--- src/rtl/rmsn_pkg.sv ---
// Shared constants, state types and control and status structs for the RMS error block.
`default_nettype none

package rmsn_pkg;

	// Field and register widths
	localparam int MAX_CELLS    = 1048576;
	localparam int SAMPLE_WIDTH = 16;
	localparam int IN_W         = 16;
	localparam int DIFF_W       = IN_W + 1;
	localparam int MAG_W        = IN_W;
	localparam int SQ_W         = 2 * MAG_W;
	localparam int COUNT_W      = $clog2(MAX_CELLS) + 1;
	localparam int SUM_W        = 54;
	localparam int RMS_W        = 16;

	// Divide and root sequencing
	localparam int DIV_STEPS  = SUM_W;
	localparam int ROOT_W     = SUM_W / 2;
	localparam int SQRT_STEPS = ROOT_W;
	localparam int REM_W      = ROOT_W + 3;
	localparam int CNT_W      = $clog2(DIV_STEPS);

	typedef enum logic [1:0] {
		ST_IDLE,
		ST_SQR,
		ST_ADD,
		ST_ROOT
	} rmsn_state_t;

	typedef enum logic [1:0] {
		DS_IDLE,
		DS_DIV,
		DS_SQRT,
		DS_DONE
	} rmsn_ds_state_t;

	typedef struct packed {
		logic start;
		logic take;
	} rmsn_ctl_t;

	typedef struct packed {
		logic busy;
		logic done;
	} rmsn_sts_t;

endpackage

`default_nettype wire

--- src/rtl/rmsn_divsqrt.sv ---
// Sequential divide followed by integer square root on one shared subtractor.
`default_nettype none

module rmsn_divsqrt
	import rmsn_pkg::*;
(
	input  wire logic                 clk,
	input  wire logic                 arst_n,
	input  wire rmsn_ctl_t            ctl,
	input  wire logic [SUM_W-1:0]     dividend,
	input  wire logic [COUNT_W-1:0]   divisor,
	output rmsn_sts_t                 sts,
	output logic      [RMS_W-1:0]     root
);

	rmsn_ds_state_t       state_q, state_d;
	logic [CNT_W-1:0]     cnt_q;
	logic [SUM_W-1:0]     num_q;
	logic [COUNT_W-1:0]   div_q;
	logic [REM_W-1:0]     rem_q;
	logic [ROOT_W-1:0]    root_q;

	// Shared trial subtractor
	logic [REM_W-1:0]     opa, opb;
	logic [REM_W:0]       diff;
	logic                 fits;

	always_comb begin
		if (state_q == DS_SQRT) begin
			opa = {rem_q[REM_W-3:0], num_q[SUM_W-1 -: 2]};
			opb = {1'b0, root_q, 2'b01};
		end else begin
			opa = {rem_q[REM_W-2:0], num_q[SUM_W-1]};
			opb = {{(REM_W-COUNT_W){1'b0}}, div_q};
		end
		diff = {1'b0, opa} - {1'b0, opb};
		fits = ~diff[REM_W];
	end

	always_ff @(posedge clk or negedge arst_n) begin
		if (!arst_n) begin
			state_q <= DS_IDLE;
		end else begin
			state_q <= state_d;
		end
	end

	always_comb begin
		state_d  = state_q;
		sts.busy = (state_q != DS_IDLE);
		sts.done = (state_q == DS_DONE);
		unique case (state_q)
			DS_IDLE: begin
				if (ctl.start) state_d = DS_DIV;
			end
			DS_DIV: begin
				if (cnt_q == '0) state_d = DS_SQRT;
			end
			DS_SQRT: begin
				if (cnt_q == '0) state_d = DS_DONE;
			end
			DS_DONE: begin
				if (ctl.take) state_d = DS_IDLE;
			end
			default: state_d = DS_IDLE;
		endcase
	end

	// Datapath: quotient shifts into the numerator register, then the root
	// consumes it two bits a step.
	always_ff @(posedge clk) begin
		unique case (state_q)
			DS_IDLE: begin
				if (ctl.start) begin
					num_q  <= dividend;
					div_q  <= divisor;
					rem_q  <= '0;
					root_q <= '0;
					cnt_q  <= CNT_W'(DIV_STEPS - 1);
				end
			end
			DS_DIV: begin
				num_q <= {num_q[SUM_W-2:0], fits};
				if (cnt_q == '0) begin
					// Drop the division remainder before the root starts.
					rem_q <= '0;
					cnt_q <= CNT_W'(SQRT_STEPS - 1);
				end else begin
					rem_q <= fits ? diff[REM_W-1:0] : opa;
					cnt_q <= cnt_q - 1'b1;
				end
			end
			DS_SQRT: begin
				rem_q  <= fits ? diff[REM_W-1:0] : opa;
				num_q  <= {num_q[SUM_W-3:0], 2'b00};
				root_q <= {root_q[ROOT_W-2:0], fits};
				cnt_q  <= cnt_q - 1'b1;
			end
			DS_DONE: begin
			end
			default: begin
			end
		endcase
	end

	// Saturate the root to the output field.
	assign root = (root_q[ROOT_W-1:RMS_W] != '0) ? {RMS_W{1'b1}} : root_q[RMS_W-1:0];

endmodule

`default_nettype wire

--- src/rtl/rms_error_norm.sv ---
// Top level of the RMS error block: accumulate squared differences, then divide and root.
`default_nettype none

//  channel | direction | handshake            | payload
//  --------+-----------+----------------------+--------------------------------
//  in      | input     | in_valid / in_ready  | sample_a, sample_b, last_cell
//  out     | output    | out_valid / out_ready| rms_error
//  cfg     | input     | cfg_valid / cfg_ready| cfg_data (cell_count)
//
//  An input request is handled in order: capture the difference, square it on the
//  16x16 multiplier, add it into the 54-bit sum. A request marked last then runs
//  in the shared subtractor: 54 restoring divide steps by cell_count, 27 root
//  steps, then the root is handed over. Reset clears the sum and sets
//  cell_count to 1. A waiting result holds in the output register while the
//  next run accumulates; a second root stalls only if that result is still
//  untaken.

module rms_error_norm
	import rmsn_pkg::*;
(
	input  wire logic                clk,
	input  wire logic                arst_n,
	input  wire logic                in_valid,
	output logic                     in_ready,
	input  wire logic [IN_W-1:0]     sample_a,
	input  wire logic [IN_W-1:0]     sample_b,
	input  wire logic                last_cell,
	output logic                     out_valid,
	input  wire logic                out_ready,
	output logic      [RMS_W-1:0]    rms_error,
	input  wire logic                cfg_valid,
	output logic                     cfg_ready,
	input  wire logic [COUNT_W-1:0]  cfg_data
);

	rmsn_state_t          state_q, state_d;
	logic [COUNT_W-1:0]   cell_count_q;
	logic [SUM_W-1:0]     sum_q;
	logic [MAG_W-1:0]     mag_q;
	logic                 last_q;
	logic [SQ_W-1:0]      sq_q;
	logic                 out_valid_q;
	logic [RMS_W-1:0]     rms_q;

	logic [DIFF_W-1:0]    a_ext, b_ext, diff, diff_neg;
	logic [MAG_W-1:0]     mag;
	logic [SUM_W:0]       sum_wide;
	logic [SUM_W-1:0]     sum_sat;
	logic [COUNT_W-1:0]   divisor;
	logic                 accept;
	logic                 load_out;

	rmsn_ctl_t            ctl;
	rmsn_sts_t            sts;
	logic [RMS_W-1:0]     root;

	// Use only the low SAMPLE_WIDTH bits of each sample, sign-extended.
	assign a_ext    = {{(DIFF_W-SAMPLE_WIDTH){sample_a[SAMPLE_WIDTH-1]}},
	                   sample_a[SAMPLE_WIDTH-1:0]};
	assign b_ext    = {{(DIFF_W-SAMPLE_WIDTH){sample_b[SAMPLE_WIDTH-1]}},
	                   sample_b[SAMPLE_WIDTH-1:0]};
	assign diff     = a_ext - b_ext;
	assign diff_neg = -diff;
	assign mag      = diff[DIFF_W-1] ? diff_neg[MAG_W-1:0] : diff[MAG_W-1:0];

	// Saturating accumulate: pin at all ones instead of wrapping.
	assign sum_wide = {1'b0, sum_q} + {{(SUM_W+1-SQ_W){1'b0}}, sq_q};
	assign sum_sat  = sum_wide[SUM_W] ? {SUM_W{1'b1}} : sum_wide[SUM_W-1:0];

	// A zero cell count divides as one.
	assign divisor  = (cell_count_q == '0) ? COUNT_W'(1) : cell_count_q;

	assign in_ready  = (state_q == ST_IDLE);
	assign accept    = in_valid && in_ready;
	assign cfg_ready = 1'b1;
	assign out_valid = out_valid_q;
	assign rms_error = rms_q;

	always_ff @(posedge clk or negedge arst_n) begin
		if (!arst_n) begin
			state_q <= ST_IDLE;
		end else begin
			state_q <= state_d;
		end
	end

	always_comb begin
		state_d   = state_q;
		ctl.start = 1'b0;
		ctl.take  = 1'b0;
		load_out  = 1'b0;
		unique case (state_q)
			ST_IDLE: begin
				if (accept) state_d = ST_SQR;
			end
			ST_SQR: begin
				state_d = ST_ADD;
			end
			ST_ADD: begin
				// Kick off divide and root on the last cell of a field.
				if (last_q) begin
					ctl.start = 1'b1;
					state_d   = ST_ROOT;
				end else begin
					state_d = ST_IDLE;
				end
			end
			ST_ROOT: begin
				// Hold the root until the output register is free.
				if (sts.done && (!out_valid_q || out_ready)) begin
					ctl.take = 1'b1;
					load_out = 1'b1;
					state_d  = ST_IDLE;
				end
			end
			default: state_d = ST_IDLE;
		endcase
	end

	// Control registers: config, running sum, output valid.
	always_ff @(posedge clk or negedge arst_n) begin
		if (!arst_n) begin
			cell_count_q <= COUNT_W'(1);
			sum_q        <= '0;
			out_valid_q  <= 1'b0;
		end else begin
			if (cfg_valid && cfg_ready) cell_count_q <= cfg_data;
			if (state_q == ST_ADD) begin
				sum_q <= last_q ? '0 : sum_sat;
			end
			if (load_out) begin
				out_valid_q <= 1'b1;
			end else if (out_ready) begin
				out_valid_q <= 1'b0;
			end
		end
	end

	// Payload registers
	always_ff @(posedge clk) begin
		if (accept) begin
			mag_q  <= mag;
			last_q <= last_cell;
		end
		if (state_q == ST_SQR) sq_q <= mag_q * mag_q;
		if (load_out) rms_q <= root;
	end

	rmsn_divsqrt u_divsqrt (
		.clk      (clk),
		.arst_n   (arst_n),
		.ctl      (ctl),
		.dividend (sum_sat),
		.divisor  (divisor),
		.sts      (sts),
		.root     (root)
	);

	// The root unit is idle whenever a new request can enter.
	a_idle_unit: assert property (@(posedge clk) disable iff (!arst_n)
		in_ready |-> !sts.busy)
		else $error("root unit busy while input is ready");

	// A start always launches the root unit.
	a_start_busy: assert property (@(posedge clk) disable iff (!arst_n)
		ctl.start |=> sts.busy)
		else $error("root unit did not start");

	// A result is only taken from a finished root.
	a_take_done: assert property (@(posedge clk) disable iff (!arst_n)
		ctl.take |-> sts.done)
		else $error("result taken before root finished");

	// A new result appears only after the root wait state.
	a_out_from_root: assert property (@(posedge clk) disable iff (!arst_n)
		$rose(out_valid_q) |-> $past(state_q == ST_ROOT))
		else $error("result raised outside root state");

endmodule

`default_nettype wire
--- config.mk ---
export PLATFORM = sky130hd
export DESIGN_NAME = rms_error_norm
export DESIGN_NICKNAME = d
export VERILOG_FILES = /design/src/rtl/rmsn_pkg.sv /design/src/rtl/rmsn_divsqrt.sv /design/src/rtl/rms_error_norm.sv
export SDC_FILE = /design/constraint.sdc
export NUM_CORES = 1
export LEC_CHECK = 0
export BUFFER_PORTS_ARGS = -buffer_cell sky130_fd_sc_hd__buf_2
export CORE_ASPECT_RATIO = 1.5
export CORE_MARGIN = 2
export CORE_UTILIZATION = 54
export CTS_CLUSTER_DIAMETER = 50
export DETAILED_ROUTE_END_ITERATION = 10
export PLACE_DENSITY = 0.71
export SLEW_MARGIN = 20
export SYNTH_ARGS = -nofsm -noshare
export SYNTH_HDL_FRONTEND = slang
export SYNTH_HIERARCHICAL = 1
export SYNTH_SLANG_ARGS = --single-unit
--- constraint.sdc ---
create_clock -name clk -period 11.6 [get_ports clk]
set_input_delay 0.58 -clock clk [delete_from_list [all_inputs] [get_ports clk]]
set_output_delay 0.58 -clock clk [all_outputs]
set_load 0.05 [all_outputs]
======== Word-level counts from Yosys, hierarchy flattened ========
Index checks and enable logic that the tools add are counted.
storage, ports and cells
  register bits after elaboration ......... 282
  latch bits .............................. 0
  RAM bits ................................ 0
  ROM bits ................................ 0
  input bits .............................. 59
  output and inout bits ................... 19
  logic and storage cells ................. 81
  memories kept ........................... 0
cells by class
  add/sub/neg operators ................... 5
  multiply operators ...................... 1
  divide/modulo/power cells ............... 0
  order comparisons ....................... 0
  eq/ne operators ......................... 12
  shift operators ......................... 0
  multiplexer cells ....................... 31
  bitwise operators ....................... 1
  reductions and logical operators ........ 17
operators by type and width
  cell                                            count
  54-bit 2-to-1 mux                               3
  54-bit case mux with 3 select lines             1
  29-bit 2-to-1 mux                               4
  29-bit case mux with 3 select lines             1
  54-bit by 32-bit adder with 55-bit output       1
  27-bit case mux with 2 select lines             1
  16-bit by 16-bit multiplier with 32-bit output  1
  30-bit by 29-bit subtractor with 31-bit output  1
  30-bit 2-to-1 mux                               1
  27-bit 2-to-1 mux                               1
  21-bit zero test                                1
  6-bit case mux with 3 select lines              1
  16-bit by 16-bit subtractor with 17-bit output  1
  16-bit 2-to-1 mux                               1
  16-bit negation                                 1
  2-bit case mux with 4 select lines              2
  2-bit 2-to-1 mux                                7
  6-bit 2-to-1 mux                                2
  11-bit nonzero test                             1
  2-bit == test, second input constant            4
  2-bit != test, second input constant            4
  2-bit AND reduction                             4
  6-bit zero test                                 1
  1-bit 2-to-1 mux                                6
  other kinds (11)                                16

======== Longest topological paths before layout ========
Gate-level depths: netlist (run 1).
  depth after elaboration ................. 7
  mapped depth ............................ 26

======== Modules after synthesis ========
The synthesis (run 1) kept the hierarchy.
by module, submodules not included
  module          instances  cells an instance  area an instance (um^2)  sequential area each (um^2)
  rms_error_norm  1          1694               15815.2                  3875.0
  rmsn_divsqrt    1          773                8319.2                   4164.0

======== Worst setup path after synthesis (run 1) ========
Ideal clock, no wire load.
  path kind ............................... register -> register
  start ................................... register u_divsqrt.state_q[0]
  end ..................................... register u_divsqrt.cnt_q[0] (enable)
  library setup time ...................... 0.659 ns
  arrival ................................. 7.410 ns
  data required time ...................... 10.941 ns
  setup slack ............................. 3.531 ns
  stages on the path, launching flop included .. 6
  period minus slack after synthesis ...... 8.069 ns
  cells stage by stage .................... dfrtp_1 -> inv_1 -> ha_1 -> clkbuf_1 -> inv_1 -> o21ai_0
between the ends
  cells in the longest elaborated chain, start to end .. 3
  elaborated cells on any way between the ends .. 6
  those cells by class .................... eq/ne (3); reduce/logical (3)
RTL lines
  what                                                                  line                text
  start: declaration                                                    rmsn_divsqrt.sv:16  rmsn_ds_state_t state_q, state_d;
  start signal: assignment                                              rmsn_divsqrt.sv:44  state_q <= state_d;
  2-bit by 1-bit == test with 1-bit output (tied with other cells)      rmsn_divsqrt.sv:72  unique case (state_q)
  3-bit nonzero test (no line) / 2-bit != test (equally long branches)  --
  2-bit AND reduction (no line) *                                       --
  end signal: assignment                                                rmsn_divsqrt.sv:79  cnt_q <= CNT_W'(DIV_STEPS - 1);
  end signal: assignment                                                rmsn_divsqrt.sv:87  cnt_q <= CNT_W'(SQRT_STEPS - 1);
  end signal: assignment                                                rmsn_divsqrt.sv:90  cnt_q <= cnt_q - 1'b1;
  end: declaration                                                      rmsn_divsqrt.sv:17  logic [CNT_W-1:0] cnt_q;
Every way passes the cells marked *; elsewhere a longest branch is shown, timed or not.
A chain may end at the register's enable or synchronous reset.

======== Final worst setup path (run 1) ========
  start ................................... register mag_q[9]
  end ..................................... register sq_q[31], data pin
between the ends
  cells in the longest elaborated chain, start to end .. 1
RTL lines
  what                                            line                   text
  start: declaration                              rms_error_norm.sv:39   logic [MAG_W-1:0] mag_q;
  start signal: assignment                        rms_error_norm.sv:142  mag_q <= mag;
  16-bit by 16-bit multiplier with 32-bit output  rms_error_norm.sv:145  if (state_q == ST_SQR) sq_q <= mag_q * mag_q;
  end signal: assignment                          rms_error_norm.sv:145
  end: declaration                                rms_error_norm.sv:41   logic [SQ_W-1:0] sq_q;
Every way passes these cells.

==> results.py, run 1 <==
metrics = {
    "critical_path": {
        "arrival_ps": 7700,
        "cp.required_ps": 11910,
        "r2r_slack_ps": 4210,
        "critPathMaxStageDelay_ps": 700,
        "path_max_fanout": 11,
        "endpoint_kind": "register",
        "cp_top_family": "adder cells",
        "crit_type": "register to register",
        "crit_buf_inv": 7,
        "crit_chain": "inv_1, nor2_1, fa_1, inv_1, fa_1, inv_1, fa_1, inv_1, fa_1, inv_1, fa_1, inv_1, fa_1, inv_1, ha_1, and3_1, o2111a_1, a22oi_1, o21a_1, o21ai_0, o41ai_1, o2111ai_1, a21oi_1, xnor2_1",
        "startpoint_type": "register",
        "worst_r2r_endpoint": "sq_q[31]",
        "r2r-start": "mag_q[9]",
        "reg2regPathDepth": 24,
        "cpMaxStageDelayCell": "o41ai_1",
        "cp_common_cell": "inv_1",
    },
    "job": {
        "drv.max_cap_violation_count": 0,
    },
    "timing": {
        "fmax_mhz": 135.3,
        "hold_viol_final": 0,
        "finalSetupViolations": 0,
        "fin_crit_sh_pct": 63.71,
        "slew_violations": 0,
        "relSlewSlack_pct": 26.21,
        "worst_pin_slew_ps": 1102,
        "rsz0062_at_grt": "no",
        "setup_tns_ps": 0,
        "period_needed_ps": 7390,
        "skew_ps": 35.06,
    },
    "synthesis": {
        "synth-async-reset-ratio_pct": 28.47,
        "netlist_top_cells_area": "edfxtp_1 (25%), fa_1 (14%), ha_1 (9.6%), dfrtp_1 (8.2%), inv_1 (5.2%)",
        "yosysWarningCount": 6,
        "yosysTopAreaCellShare_pct": 25.01,
        "syn_avg_cell_area_um2": 9.783,
        "synthCells": 2467,
        "synth_cell_types": 84,
        "syn_area_um2": 24130,
        "synth_seq_area_share_pct": 33.31,
        "syn-num-nets": 2877,
        "synth_area_leader_cell": "edfxtp_1",
        "ys_ff_latch": 281,
        "synth_top_flop_cell": "edfxtp_1",
        "synth-edff-count": 201,
    },
    "detailed_routing": {
        "drt_first_pass_iters": 6,
        "vias_per_cell": 5.793,
        "drt_iter0_drc": 942,
        "ant_nets": 0,
        "wl_um": 53970,
        "vias": 17820,
        "avgRoutedWirePerCell_um": 17.55,
        "drc": 0,
    },
    "min_path": {
        "hold-path-endpoint": "last_q",
        "hold_depth": 1,
        "hold_start": "last_cell",
        "min_path_type": "input port to register",
    },
    "finish": {
        "diodes": 0,
        "nets": 2884,
        "nFillCells": 3812,
        "area_growth_pct": 8.419,
        "drive_gt1_share_pct": 10.16,
    },
    "clock_tree": {
        "clk_pin_slew_worst_paths_ps": 70,
        "cts-resized-gates": 0,
        "cts_tree": "yes",
        "cts_max_level": 2,
        "cts_made_buffers": 34,
        "cts.path.max_buffers": 3,
        "cts_root_buffer": "clkbuf_16",
        "clkSinkCount": 281,
        "clk-insertion-delay-late_ps": 560,
    },
    "die": {
        "fp.dieH_um": 262.9,
        "initial_utilization_pct": 54.87,
        "rows": 94,
        "dieArea_um2": 46440,
        "io_pins": 78,
        "core-area_um2": 43990,
        "die_w_um": 176.6,
    },
    "global_route": {
        "antenna_found_initial": 0,
        "overflow": 0,
        "first_global_vias": 18745,
        "grt_use_total_pct": 23.61,
        "grt_pass1_wl_um": 89950,
        "grt_max_degree": 111,
    },
    "placement": {
        "port_buffers": 76,
        "dp_hpwl_um": 41630,
        "gp_congestion": 0.9548,
    },
    "status": {
        "status": "completed",
    },
}
[timing repair]
| item | CTS | global route |
|---|---|---|
| hold endpoints to repair | 13 | 0 |
| hold buffers | 1 | 0 |
| buffers inserted | 0 | 0 |
[cell usage in the layout, fill, tap and decap left out, types with 79 or more instances in the layout]
master	netlist	routed
fa_1	166	166
ha_1	185	182
o21ai_0	85	83
and2_1	83	83
a21oi_1	168	168
nor2_1	136	135
nand2_1	201	201
xnor2_1	84	84
inv_1	332	332
edfxtp_1	201	201
dfrtp_1	79	79
[state kept, by name, summed over array words and instances (netlist names), 6 cells and up]
name              cells
cell_count_q         21
mag_q                16
rms_error            16
sq_q                 31
sum_q                54
u_divsqrt/cnt_q       6
u_divsqrt/div_q      21
u_divsqrt/num_q      54
u_divsqrt/rem_q      29
u_divsqrt/root_q     27
[worst max-delay path by stage]
stage	from	end	slack, ps	depth (start not counted)
after floorplan	u_divsqrt/state_q[0]	u_divsqrt/cnt_q[0]	3530	5
final	mag_q[9]	sq_q[31]	4210	24
after detailed placement	mag_q[9]	sq_q[31]	4210	24
after global placement	mag_q[9]	sq_q[31]	4350	24
after global routing	mag_q[9]	sq_q[31]	3900	24
after CTS	mag_q[9]	sq_q[31]	4220	24
[area by class of cell]
class	instances	area [µm²]	share of cell area, %
clock buffers	39	889.6	3.400
clock inverters	23	371.6	1.420
inverters	332	1246	4.763
multi-input cells	1734	14400	55.04
flip-flops and latches	281	8039	30.72
well taps	576	720.7	2.754
repair buffers	91	498.0	1.903
[logic make-up (layout without fill, tap and decap cells)]
kind of cell    after synthesis  count (layout)  share of synthesized area (%)
simple gates                628             628                          12.64
compound gates              545             545                          15.19
buf+inv                     452             485                          7.217
fa+ha+maj                   351             351                          23.36
flops                       281             281                          33.31
xor+xnor                    130             130                          4.718
mux                          79              79                          3.551
other cells                   1               1                        0.01554
[per-stage QoR]
stage | area (µm²) | hold WS (ps) | setup slack (ps) | utilization (%) | instances
2_1_floorplan | 24130 | 284.4 | 3531 | - | 2467
6_report | 26170 | 201.0 | 4210 | 59.49 | 3076
5_1_grt | 26170 | 193.3 | 3901 | 59.49 | 3076
3_3_place_gp | 24890 | 438.9 | 4351 | 56.59 | 3013
3_5_place_dp | 24890 | 436.0 | 4211 | 56.59 | 3013
4_1_cts | 26160 | 186.4 | 4223 | 59.48 | 3076
[metal layers]
metal	vias to the layer above	part of all wire [%]	GRT usage [%]
met5	-	0	0
met4	0	3.9	9.850
met3	124	3.4	2.532
met2	404	55	45.45
met1	8760	38	25.76
li1	8532	-	-
[synthesized netlist by cell type (6+ instances only)]
cell       count
o31a_1         9
and4_1        11
xor2_1        46
o21bai_1      14
nor2b_1       16
mux2_2        50
nand3_1       43
inv_1        332
fa_1         166
or2_2         24
a21oi_1      168
and3_1        27
o2111ai_1      7
and2_1        83
edfxtp_1     201
mux2i_1       28
a22o_1        28
o21ai_0       85
o31ai_1        6
a31o_2         7
clkbuf_1      98
nor2_1       136
buf_2         12
or3_1         11
nor4_1        14
nor3_1        30
a311oi_1      10
dfrtp_1       79
a41oi_1        7
a211oi_1      23
nand2_1      201
nand2b_1      11
o21a_1        11
ha_1         185
a31oi_1       22
a21o_1        37
xnor2_1       84
a22oi_1       54
Power of run 1 is left out: the tool's default activity adds up to more than one toggle a clock period on the data nets, which glitch-free logic cannot reach.
==> run 2, diff against run 1 <==
--- a/config.mk
+++ b/config.mk
@@ -5,6 +5,7 @@
 export SDC_FILE = /design/constraint.sdc
 export NUM_CORES = 1
 export LEC_CHECK = 0
+export ABC_AREA = 1
 export BUFFER_PORTS_ARGS = -buffer_cell sky130_fd_sc_hd__buf_2
 export CORE_ASPECT_RATIO = 1.5
 export CORE_MARGIN = 2
==> constraint.sdc (replaced) <==
create_clock -name clk -period 7.19 [get_ports clk]
set_input_delay 0.3595 -clock clk [delete_from_list [all_inputs] [get_ports clk]]
set_output_delay 0.3595 -clock clk [all_outputs]
set_load 0.05 [all_outputs]
==> run 2 against run 1 <==
Against the previous run:
- flip-flop and latch count is the same
- maximum frequency grew 18%
- highest routed layer unchanged
- design area increased by 14%
==> results.py, run 2 <==
metrics = {
    "clock_tree": {
        "clk_pin_slew_worst_paths_ps": 70,
        "cts_tree": "yes",
        "cts_root_buffer": "clkbuf_16",
        "postCtsSetupRepairBufs": 0,
        "cts-resized-gates": 0,
        "cts.path.max_buffers": 3,
        "cts_max_level": 1,
        "cts_hold_buf": 23,
        "clk-insertion-delay-late_ps": 600,
        "clkSinkCount": 281,
        "cts_made_buffers": 29,
    },
    "synthesis": {
        "synth.cells.most_frequent": "nand2_1 (1141), inv_1 (825), nor2_1 (229), edfxtp_1 (201), ha_1 (185)",
        "synth-async-reset-ratio_pct": 28.47,
        "synth_top_flop_cell": "edfxtp_1",
        "synth_compound_area_share_pct": 7.182,
        "yosysTopAreaCellShare_pct": 21.70,
        "synthCells": 3738,
        "synthXorXnorAreaFrac_pct": 2.739,
        "netlist_top_cells_area": "edfxtp_1 (22%), nand2_1 (15%), fa_1 (12%), inv_1 (11%), ha_1 (8.3%)",
        "syn_avg_cell_area_um2": 7.443,
        "synth_simple_gate_area_share_pct": 26.45,
        "synth_seq_area_share_pct": 28.90,
        "synth-edff-count": 201,
        "synth_fa_ha_area_share_pct": 20.27,
        "yosysWarningCount": 6,
        "synth_top_family_by_area": "simple AND/OR/NAND/NOR gates",
        "synthMuxAreaShare_pct": 0.8680,
        "synth_area_leader_cell": "edfxtp_1",
        "syn_area_um2": 27820,
        "synth_most_common_cell": "nand2_1",
        "syn-num-nets": 4148,
        "ys_ff_latch": 281,
        "synth_cell_types": 59,
    },
    "die": {
        "core-area_um2": 50800,
        "rows": 101,
        "die_w_um": 189.3,
        "io_pins": 78,
        "fp.dieH_um": 282.0,
        "initial_utilization_pct": 54.76,
        "dieArea_um2": 53390,
    },
    "global_route": {
        "overflow": 0,
        "grt_pass1_wl_um": 119500,
        "grt_max_degree": 71,
        "grt_use_total_pct": 28.15,
        "antenna_found_initial": 0,
        "first_global_vias": 24253,
    },
    "critical_path": {
        "crit_buf_inv": 5,
        "reg2regPathDepth": 21,
        "arrival_ps": 6620,
        "r2r_slack_ps": 910,
        "cp.required_ps": 7530,
        "cp_top_family": "adder cells",
        "critPathMaxStageDelay_ps": 810,
        "cpMaxStageDelayCell": "edfxtp_1",
        "endpoint_kind": "register",
        "startpoint_type": "register",
        "path_max_fanout": 17,
        "crit_chain": "nand2_1, xor2_1, ha_1, inv_1, fa_1, inv_1, fa_1, fa_1, fa_1, inv_1, fa_1, inv_1, ha_1, nand2_1, inv_1, nand2_1, nor2_1, nand4_1, nand3_1, a21oi_1, xnor2_1",
        "worst_r2r_endpoint": "sq_q[25]",
        "r2r-start": "mag_q[14]",
        "crit_type": "register to register",
    },
    "detailed_routing": {
        "vias_per_cell": 5.221,
        "drt_first_pass_iters": 5,
        "vias": 23280,
        "avgRoutedWirePerCell_um": 16.33,
        "ant_nets": 0,
        "drc": 0,
        "drt_iter0_drc": 1298,
        "wl_um": 72810,
    },
    "timing": {
        "skew_ps": 21.55,
        "hold_viol_final": 0,
        "relSlewSlack_pct": 36.09,
        "rsz0062_at_grt": "no",
        "slew_violations": 0,
        "finalSetupViolations": 0,
        "period_needed_ps": 6280,
        "setup_tns_ps": 0,
        "fin_crit_sh_pct": 87.34,
        "fmax_mhz": 159.2,
        "setup_slack_ps": 910.1,
        "worst_pin_slew_ps": 956.5,
    },
    "finish": {
        "final-seq-area_um2": 8039,
        "final_common_cell": "nand2_1",
        "multi_input_area_um2": 16040,
        "nets": 4177,
        "area_growth_pct": 7.128,
        "layout_common_cells": "nand2_1 (1139), inv_1 (825), nor2_1 (228), edfxtp_1 (201), ha_1 (184)",
        "nFillCells": 4859,
        "largestRegisters": "sum_q x54, u_divsqrt/num_q x54, sq_q x31",
        "drive_gt1_share_pct": 7.889,
        "diodes": 0,
    },
    "min_path": {
        "min_path_type": "input port to register",
        "hold_start": "cfg_data[9]",
        "hold_depth": 2,
        "hold-path-endpoint": "cell_count_q[9]",
    },
    "placement": {
        "dp_hpwl_um": 58440,
        "pre_cts_ws_ps": 911.9,
        "gp_congestion": 1.013,
        "port_buffers": 76,
    },
    "job": {
        "drv.max_cap_violation_count": 0,
    },
    "status": {
        "status": "completed",
    },
}
-- run 2: worst max-delay path by stage --
stage,cells after the start,end,start,slack (ps)
after detailed placement,21,sq_q[25],mag_q[14],910
after CTS,21,sq_q[25],mag_q[14],910
after global placement,21,sq_q[25],mag_q[14],980
final,21,sq_q[25],mag_q[14],910
after global routing,19,sq_q[25],mag_q[13],610
after floorplan,7,u_divsqrt/cnt_q[0],u_divsqrt/state_q[1],1280
-- run 2: layout make-up --
class | count | area share, %
multi-input combinational | 2500 | 53.83
sequential | 281 | 26.97
inverter | 841 | 10.63
tap | 669 | 2.809
clock buffer | 38 | 2.716
timing repair buffer | 114 | 2.435
clock inverter | 16 | 0.6087
-- run 2: routing by layer --
layer	GRT usage (%)	vias up	share of wire, %
met5	0	-	0
met4	16.12	0	6.2
met3	2.315	232	2.9
met2	55.30	477	54
met1	28.93	10980	36
li1	-	11591	-
-- run 2: cell families after synthesis --
group           Yosys count
flops                   281
mux                      22
buf+inv                 957
xor+xnor                 87
compound gates          335
fa+ha+maj               351
simple gates           1704
other cells               1
-- run 2: stage by stage --
stage               hold slack [ps]  cell area [µm²]  utilization, %  instances
floorplan                     63.91            27820               -       3738
global placement              344.2            28580           56.26       4382
global route                  17.96            29800           58.67       4459
finish                        11.57            29800           58.67       4459
detailed placement            345.6            28580           56.26       4382
CTS                           4.614            29800           58.67       4459
Power of run 2 is left out for the same reason.
